### src/hw/rtl/cpts_pkg.sv
// Shared types and constants for the counter/priority task scheduler.
// Holds the slot table entry layout, the command codes and the counter limits.
// No dependencies.
`default_nettype none

package cpts_pkg;

    localparam int MODE_W = 3;
    localparam int SLOT_W = 6;
    localparam int PRIO_W = 8;
    localparam int CNT_W  = 16;
    localparam int HOLD_W = 8;

    typedef enum logic [MODE_W-1:0] {
        MODE_TICK    = 3'd0,
        MODE_YIELD   = 3'd1,
        MODE_LOAD    = 3'd2,
        MODE_REMOVE  = 3'd3,
        MODE_HOLD    = 3'd4,
        MODE_RELEASE = 3'd5
    } cpts_mode_t;

    // One slot of the task table as it sits in the memory.
    typedef struct packed {
        logic                    present;
        logic                    running;
        logic [PRIO_W-1:0]       prio;
        logic signed [CNT_W-1:0] count;
        logic [HOLD_W-1:0]       hold;
    } cpts_entry_t;

    localparam logic signed [CNT_W-1:0] CNT_MIN  = 16'sh8000;
    localparam logic signed [CNT_W-1:0] CNT_NONE = -16'sd1;
    localparam logic signed [CNT_W-1:0] CNT_ZERO = 16'sd0;
    localparam logic signed [CNT_W-1:0] CNT_ONE  = 16'sd1;
    localparam logic [HOLD_W-1:0]       HOLD_MAX = 8'hFF;
    localparam logic [HOLD_W-1:0]       HOLD_ONE = 8'h01;
    localparam logic [HOLD_W-1:0]       HOLD_ZERO = 8'h00;

endpackage

`default_nettype wire

### src/hw/rtl/counter_priority_task_scheduler.sv
// Counter/priority task scheduler: slot table memory, command sequencer and result register.
// Depends on cpts_pkg.
`default_nettype none

// Each input word is one command (tick, yield, load, remove, preempt hold or release) and
// yields exactly one result word with the current slot, the previous slot, a switch flag and
// a stuck flag. All slot state lives in one single-port-read, single-port-write table memory
// of TASK_SLOTS entries; one flip-flop per entry marks whether it has been written, and an
// unwritten entry reads as its reset value, so there is no clearing pass after reset.
// Load, remove, hold, release and a tick that does not expire read, modify and write back
// one entry. A tick that expires, or a yield, also scans the table, one entry per cycle
// through the memory read port; when the best counter is zero, every present counter is
// recomputed and the table scanned again. A new command
// is taken while a finished result still waits on out_stall.
module counter_priority_task_scheduler #(
    parameter int TASK_SLOTS = 64
) (
    input  wire logic                              clk,
    input  wire logic                              rst_n,

    input  wire logic                              in_valid,
    output logic                                   in_stall,
    input  wire logic [cpts_pkg::MODE_W-1:0]       mode,
    input  wire logic [cpts_pkg::SLOT_W-1:0]       slot,
    input  wire logic                              runnable,
    input  wire logic [cpts_pkg::PRIO_W-1:0]       prio,
    input  wire logic signed [cpts_pkg::CNT_W-1:0] slice,

    output logic                                   out_valid,
    input  wire logic                              out_stall,
    output logic [cpts_pkg::SLOT_W-1:0]            current_slot,
    output logic                                   switched,
    output logic [cpts_pkg::SLOT_W-1:0]            from_slot,
    output logic                                   stuck
);

    import cpts_pkg::*;

    localparam int              IDX_W = $clog2(TASK_SLOTS);
    localparam logic [IDX_W-1:0] LAST = IDX_W'(TASK_SLOTS - 1);

    typedef enum logic [5:0] {
        S_IDLE   = 6'b000001,
        S_READ   = 6'b000010,
        S_MOD    = 6'b000100,
        S_SCAN   = 6'b001000,
        S_RECALC = 6'b010000,
        S_DONE   = 6'b100000
    } cpts_state_t;

    cpts_state_t state_reg, state_next;

    // Slot table memory and its read pipeline.
    cpts_entry_t             mem [TASK_SLOTS];
    cpts_entry_t             mem_q_reg;
    logic [TASK_SLOTS-1:0]   written_reg;
    logic                    rdv_reg;
    logic [IDX_W-1:0]        rd_addr_reg;
    logic                    entry_written_reg;

    logic                    mem_re;
    logic [IDX_W-1:0]        mem_raddr;
    logic                    mem_we;
    logic [IDX_W-1:0]        mem_waddr;
    cpts_entry_t             mem_wdata;

    // Latched command.
    logic [MODE_W-1:0]       mode_reg;
    logic [SLOT_W-1:0]       slot_reg;
    logic                    run_reg;
    logic [PRIO_W-1:0]       prio_reg;
    logic signed [CNT_W-1:0] slice_reg;
    logic [IDX_W-1:0]        from_reg;

    // Sequencer state.
    logic [IDX_W-1:0]        cur_reg, cur_next;
    logic [IDX_W-1:0]        iss_reg, iss_next;
    logic                    iss_done_reg, iss_done_next;
    logic                    pass2_reg, pass2_next;
    logic signed [CNT_W-1:0] best_reg, best_next;
    logic [IDX_W-1:0]        win_reg, win_next;
    logic                    stuck_reg, stuck_next;

    // Result register.
    logic                    out_valid_reg;
    logic [SLOT_W-1:0]       current_slot_reg;
    logic                    switched_reg;
    logic [SLOT_W-1:0]       from_slot_reg;
    logic                    stuck_out_reg;

    logic                    accept;
    logic                    out_free;
    cpts_entry_t             ent;
    logic                    slot_ok;
    logic [IDX_W-1:0]        tgt_addr;

    assign accept   = in_valid && (state_reg == S_IDLE);
    assign in_stall = (state_reg != S_IDLE);
    assign out_free = !out_valid_reg || !out_stall;
    assign slot_ok  = (32'(slot_reg) < TASK_SLOTS);
    assign tgt_addr = ((mode_reg == MODE_LOAD) || (mode_reg == MODE_REMOVE))
                      ? IDX_W'(slot_reg) : cur_reg;

    // An entry that was never written reads as its reset value.
    always_comb
    begin
        if (entry_written_reg)
        begin
            ent = mem_q_reg;
        end
        else
        begin
            ent.present = (rd_addr_reg == '0);
            ent.running = (rd_addr_reg == '0);
            ent.prio    = '0;
            ent.count   = CNT_ZERO;
            ent.hold    = HOLD_ZERO;
        end
    end

    always_comb
    begin
        logic signed [CNT_W-1:0] dec;
        logic signed [CNT_W-1:0] half;
        logic signed [CNT_W-1:0] cand_best;
        logic [IDX_W-1:0]        cand_win;
        cpts_entry_t             ent_w;

        state_next    = state_reg;
        cur_next      = cur_reg;
        iss_next      = iss_reg;
        iss_done_next = iss_done_reg;
        pass2_next    = pass2_reg;
        best_next     = best_reg;
        win_next      = win_reg;
        stuck_next    = stuck_reg;
        mem_re        = 1'b0;
        mem_raddr     = iss_reg;
        mem_we        = 1'b0;
        mem_waddr     = tgt_addr;
        ent_w         = ent;
        dec           = (ent.count != CNT_MIN) ? (ent.count - CNT_ONE) : ent.count;
        half          = ent.count >>> 1;
        cand_best     = best_reg;
        cand_win      = win_reg;

        case (state_reg)
            S_IDLE:
            begin
                if (accept)
                begin
                    stuck_next = 1'b0;
                    state_next = S_READ;
                end
            end

            S_READ:
            begin
                mem_re     = 1'b1;
                mem_raddr  = tgt_addr;
                state_next = S_MOD;
            end

            S_MOD:
            begin
                state_next = S_DONE;
                case (mode_reg)
                    MODE_TICK:
                    begin
                        mem_we = 1'b1;
                        if ((dec > CNT_ZERO) || (ent.hold != HOLD_ZERO))
                        begin
                            ent_w.count = dec;
                        end
                        else
                        begin
                            ent_w.count = CNT_ZERO;
                            state_next  = S_SCAN;
                        end
                    end
                    MODE_YIELD:
                    begin
                        mem_we      = 1'b1;
                        ent_w.count = CNT_ZERO;
                        state_next  = S_SCAN;
                    end
                    MODE_LOAD:
                    begin
                        mem_we        = slot_ok;
                        ent_w.present = 1'b1;
                        ent_w.running = run_reg;
                        ent_w.prio    = prio_reg;
                        ent_w.count   = slice_reg;
                        ent_w.hold    = HOLD_ZERO;
                    end
                    MODE_REMOVE:
                    begin
                        mem_we        = slot_ok;
                        ent_w.present = 1'b0;
                        ent_w.running = 1'b0;
                    end
                    MODE_HOLD:
                    begin
                        mem_we = 1'b1;
                        if (ent.hold != HOLD_MAX)
                        begin
                            ent_w.hold = ent.hold + HOLD_ONE;
                        end
                    end
                    MODE_RELEASE:
                    begin
                        mem_we = 1'b1;
                        if (ent.hold != HOLD_ZERO)
                        begin
                            ent_w.hold = ent.hold - HOLD_ONE;
                        end
                    end
                    default:
                    begin
                        mem_we = 1'b0;
                    end
                endcase
                if (state_next == S_SCAN)
                begin
                    iss_next      = '0;
                    iss_done_next = 1'b0;
                    best_next     = CNT_NONE;
                    win_next      = '0;
                    pass2_next    = 1'b0;
                end
            end

            S_SCAN:
            begin
                mem_re = !iss_done_reg;
                if (!iss_done_reg)
                begin
                    iss_next = iss_reg + 1'b1;
                    if (iss_reg == LAST)
                    begin
                        iss_done_next = 1'b1;
                    end
                end
                if (rdv_reg)
                begin
                    // Strictly greater keeps the lowest index on ties.
                    if (ent.present && ent.running && (ent.count > best_reg))
                    begin
                        cand_best = ent.count;
                        cand_win  = rd_addr_reg;
                    end
                    best_next = cand_best;
                    win_next  = cand_win;
                    if (rd_addr_reg == LAST)
                    begin
                        if (cand_best == CNT_ZERO)
                        begin
                            if (pass2_reg)
                            begin
                                stuck_next = 1'b1;
                                state_next = S_DONE;
                            end
                            else
                            begin
                                pass2_next    = 1'b1;
                                iss_next      = '0;
                                iss_done_next = 1'b0;
                                state_next    = S_RECALC;
                            end
                        end
                        else
                        begin
                            cur_next   = cand_win;
                            state_next = S_DONE;
                        end
                    end
                end
            end

            S_RECALC:
            begin
                mem_re = !iss_done_reg;
                if (!iss_done_reg)
                begin
                    iss_next = iss_reg + 1'b1;
                    if (iss_reg == LAST)
                    begin
                        iss_done_next = 1'b1;
                    end
                end
                // Write-back of entry i overlaps the read of entry i+1, never the same entry.
                mem_waddr   = rd_addr_reg;
                ent_w.count = half + $signed({{(CNT_W-PRIO_W){1'b0}}, ent.prio});
                if (rdv_reg)
                begin
                    mem_we = ent.present;
                    if (rd_addr_reg == LAST)
                    begin
                        iss_next      = '0;
                        iss_done_next = 1'b0;
                        best_next     = CNT_NONE;
                        win_next      = '0;
                        state_next    = S_SCAN;
                    end
                end
            end

            S_DONE:
            begin
                if (out_free)
                begin
                    state_next = S_IDLE;
                end
            end

            default:
            begin
                state_next = S_IDLE;
            end
        endcase

        mem_wdata = ent_w;
    end

    always_ff @(posedge clk)
    begin
        if (mem_we)
        begin
            mem[mem_waddr] <= mem_wdata;
        end
        if (mem_re)
        begin
            mem_q_reg <= mem[mem_raddr];
        end
    end

    always_ff @(posedge clk)
    begin
        rd_addr_reg       <= mem_raddr;
        entry_written_reg <= written_reg[mem_raddr];
        if (accept)
        begin
            mode_reg  <= mode;
            slot_reg  <= slot;
            run_reg   <= runnable;
            prio_reg  <= prio;
            slice_reg <= slice;
            from_reg  <= cur_reg;
        end
        if ((state_reg == S_DONE) && out_free)
        begin
            current_slot_reg <= SLOT_W'(cur_reg);
            switched_reg     <= (cur_reg != from_reg);
            from_slot_reg    <= SLOT_W'(from_reg);
            stuck_out_reg    <= stuck_reg;
        end
    end

    always_ff @(posedge clk or negedge rst_n)
    begin
        if (!rst_n)
        begin
            state_reg     <= S_IDLE;
            written_reg   <= '0;
            rdv_reg       <= 1'b0;
            cur_reg       <= '0;
            iss_reg       <= '0;
            iss_done_reg  <= 1'b0;
            pass2_reg     <= 1'b0;
            best_reg      <= CNT_NONE;
            win_reg       <= '0;
            stuck_reg     <= 1'b0;
            out_valid_reg <= 1'b0;
        end
        else
        begin
            state_reg    <= state_next;
            rdv_reg      <= mem_re;
            cur_reg      <= cur_next;
            iss_reg      <= iss_next;
            iss_done_reg <= iss_done_next;
            pass2_reg    <= pass2_next;
            best_reg     <= best_next;
            win_reg      <= win_next;
            stuck_reg    <= stuck_next;
            if (mem_we)
            begin
                written_reg[mem_waddr] <= 1'b1;
            end
            if ((state_reg == S_DONE) && out_free)
            begin
                out_valid_reg <= 1'b1;
            end
            else if (!out_stall)
            begin
                out_valid_reg <= 1'b0;
            end
        end
    end

    assign out_valid    = out_valid_reg;
    assign current_slot = current_slot_reg;
    assign switched     = switched_reg;
    assign from_slot    = from_slot_reg;
    assign stuck        = stuck_out_reg;

endmodule

`default_nettype wire

### config.mk
export PLATFORM = sky130hd
export DESIGN_NAME = counter_priority_task_scheduler
export DESIGN_NICKNAME = d
export VERILOG_FILES = /design/src/hw/rtl/cpts_pkg.sv /design/src/hw/rtl/counter_priority_task_scheduler.sv
export SDC_FILE = /design/constraint.sdc
export NUM_CORES = 2
export LEC_CHECK = 0
export BUFFER_PORTS_ARGS = -buffer_cell sky130_fd_sc_hd__clkbuf_2
export CAP_MARGIN = 40
export CORE_MARGIN = 2
export CORE_UTILIZATION = 60
export CTS_CLUSTER_DIAMETER = 30
export DETAILED_ROUTE_END_ITERATION = 8
export PLACE_DENSITY = 0.76
export SKIP_LAST_GASP = 1
export SLEW_MARGIN = 20
export SYNTH_ARGS = -nofsm -noshare
export SYNTH_HDL_FRONTEND = slang
export SYNTH_SLANG_ARGS = --single-unit
### constraint.sdc
create_clock -name clk -period 7.85 [get_ports clk]
set_clock_uncertainty 0.05 [all_clocks]
set_input_delay 1.57 -clock clk [delete_from_list [all_inputs] [get_ports clk]]
set_output_delay 1.57 -clock clk [all_outputs]
set_load 0.005 [all_outputs]
==> run_results.csv <==
group,metric,value,unit
critical_path,worstPathMaxFanout,88,
clock_tree,clkTransAtPathRegs,0.05,ns
drt,drcViolationCount,0,
drt,drt_wl_total,289000,µm
place,dp.cells,8396,
synth,avgSynthCellArea,14.7,µm²
place,io_buffers,53,
clock_tree,postCtsSetupRepairBufs,0,
sta,hold_viol,0,
drt,viasPerCell,7.00,
synth,synth_seq_area_share,74.1,%
die,initial_utilization,60.4,%
global_routing,grt_max_degree,165,
layout,largest_reg_flops,2176,
sta,finalCritPeriodShare,74.9,%
critical_path,end_kind,"register",
place,place_congestion,0.924,
synth,yosysWarnings,0,
clock_tree,htreeDepth,5,
sta,fin_ws,1.97,ns
die,fp.dieH,403,µm
sta,setup_viol,0,
synth,synthArstFlopShare,4.58,%
layout,nNetsFinal,6826,
synth,synth_edf_count,2264,
clock_tree,cts_resized,0,
run_status,status,"complete, no violations",
synth,yosys.cell_types.count,84,
sta,drv_slew,0,
global_routing,grt_pass1_vias,63053,
clock_tree,root_buffer,"clkbuf_16",
layout,syn2layout_area_growth,19.1,%
layout,finish.instance_area,114000,µm²
critical_path,worstPathArrival,6.48,ns
power,ir_worst_vdd,0.473,mV
synth,synth-seq-cells,2380,
drt,routedWlPerCell,31.5,µm
clock_tree,cts-buffers-inserted,420,
drt,vias,64315,
critical_path,worstSetupStartpointType,"register",
critical_path,critical_path_required,8.45,ns
clock_tree,cts_tree,"built",
sta,worstMarginPinSlew,1.02,ns
sta,relSlewSlack,32.2,%
place,dp_hpwl,148000,µm
job,max_cap_viol_count,0,
min_path,hp-class,"register to register",
global_routing,grt_overflow_total,0,
clock_tree,cts_hold_buf,0,
critical_path,critPathKind,"register to register",
drt,dr.pass1.iters,7,
power,cellLeakagePower,37.8,nW
global_routing,grt_pass1_wl,417000,µm
die,coreArea,158000,µm²
sta,max_freq,170,MHz
layout,drive_gt1_share,18.5,%
sta,finalSetupTns,0,ns
synth,syn-num-nets,6552,
power,power.total,43.2,mW
layout,fin_util,71.9,%
power,power_density,379,nW/µm²
sta,timing.final.crit_period,5.88,ns
global_routing,antenna_found_initial,15,
synth,synth_ff_type,"edfxtp_1",
die,dieArea,163000,µm²
synth,synth_top_area_share,71.1,%
place,pre_cts_ws,2.08,ns
clock_tree,clkLatencyLatePin,0.97,ns
die,die_w,403,µm
synth,syn_area,95600,µm²
synth,synthCells,6487,
drt,antenna_left,0,
sta,holdWs,0.403,ns
die,ios,54,
layout,fill_cells,9015,
global_routing,track_usage,35.2,%
synth,yosysTopAreaCell,"edfxtp_1",
die,rows,146,
drt,drtIter0Drc,11013,
layout,instances_no_fill,9182,
clock_tree,clkSinkCount,2380,
synth,yosys-top-cells-area,"edfxtp_1 71%, a211oi_1 4.2%, nand2_1 3.6%",
clock_tree,clk_path_buf_depth,4,
place,postPlaceCellArea,99500,µm²
sta,rsz0062_at_grt,"no",
## worst max-delay path, stage by stage (launching register included)
cell and delay, ns:
dfrtp_1 0.48, nor4_4 0.55, a21o_2 0.74, nand2_8 0.44
inv_8 0.58, nand2_4 0.58, buf_12 0.46, o221ai_1 0.31
o22ai_1 0.13, a2111oi_2 0.68, buf_4 0.22, nand4_1 0.10
## placed cells by master (no fill, tap or decap), types with 34 or more instances in the layout
cell type,instances
inv_1,42
o31a_1,71
and3_1,106
dfrtp_1,92
clkinv_1,42
clkinvlp_4,53
o221ai_1,138
nor2_1,60
buf_4,186
clkbuf_1,45
inv_6,38
nor3_1,59
nand3_1,57
a211oi_1,540
clkinv_2,65
nor2_4,66
bufinv_16,53
mux2i_1,186
o21ai_0,206
a31oi_1,51
clkbuf_2,52
edfxtp_1,2264
nand4_1,47
o22ai_1,110
mux2_2,139
a211o_1,34
a311o_1,37
nand2_1,905
or2_2,66
a21oi_1,436
clkbuf_16,426
## cells in the mapped netlist, drive strengths merged (8+ instances only)
library cell,instances
a311o,37
dfrtp,92
nor2,127
nor2b,12
xor2,9
and3,106
nand4,47
o22ai,115
a31oi,51
o21a,8
a21oi,437
a22o,10
o21ai,221
buf,150
mux2,148
xnor2,13
nor4,16
o221ai,141
a21o,8
a211oi,540
or2,67
dfstp,17
a22oi,14
inv,45
mux2i,186
edfxtp,2264
o31a,71
nand2,909
nand3,59
a211o,34
and2,14
nor3,60
or4,8
ha,27
clkbuf,282
a2111oi,39
o31ai,21
## report_power, final
part           switching (mW)  internal (mW)  total (mW)
Sequential              0.316           15.5        15.9
Clock                    6.27           11.7        18.0
Combinational            6.98           2.36        9.34
## area by class of cell
type                            instances  area [µm²]  area share (%)
Clock buffer                          476       10900            9.57
Clock inverter                        288        3200            2.81
Tap cell                             2072        2590            2.28
Inverter                               46         188           0.165
Sequential cell                      2380       70900            62.2
Antenna cell                            7        17.5          0.0154
Timing Repair Buffer                  284        2410            2.12
Multi-Input combinational cell       3629       23700            20.8
## final timing paths
check,end,slack [ns],depth (start not counted),from
max,mem_q_reg[9],1.97,11,state_reg[2]
min,stuck,0.40,0,stuck_reg
max reg2reg,mem_q_reg[9],1.97,11,state_reg[2]
min reg2reg,stuck,0.40,0,stuck_reg
max in group asynchronous,written_reg[53],6.03,3,rst_n
min in group asynchronous,written_reg[12],0.62,1,rst_n
## cells by family (layout without fill, tap and decap cells)
| kind of cell | after synthesis | after routing | share of synthesized area (%) |
|---|---|---|---|
| flip-flops | 2380 | 2380 | 74.1 |
| AO/OA/AOI/OAI | 1790 | 1790 | 12.7 |
| AND/OR/NAND/NOR | 1453 | 1453 | 6.75 |
| buffers and inverters | 478 | 1094 | 2.07 |
| multiplexers | 336 | 336 | 3.74 |
| adder cells (fa/ha/maj) | 28 | 28 | 0.364 |
| XOR/XNOR | 22 | 22 | 0.202 |
| other | 0 | 7 | 0 |
## per-layer routing
metal	up-vias	wire, µm	global-route usage (%)
li1	26288	-	-
met1	31559	99600	47.0
met2	5577	128000	52.0
met3	877	46400	12.0
met4	14	15600	17.8
met5	-	131	0.297
Power figures use the tool's default switching activity.
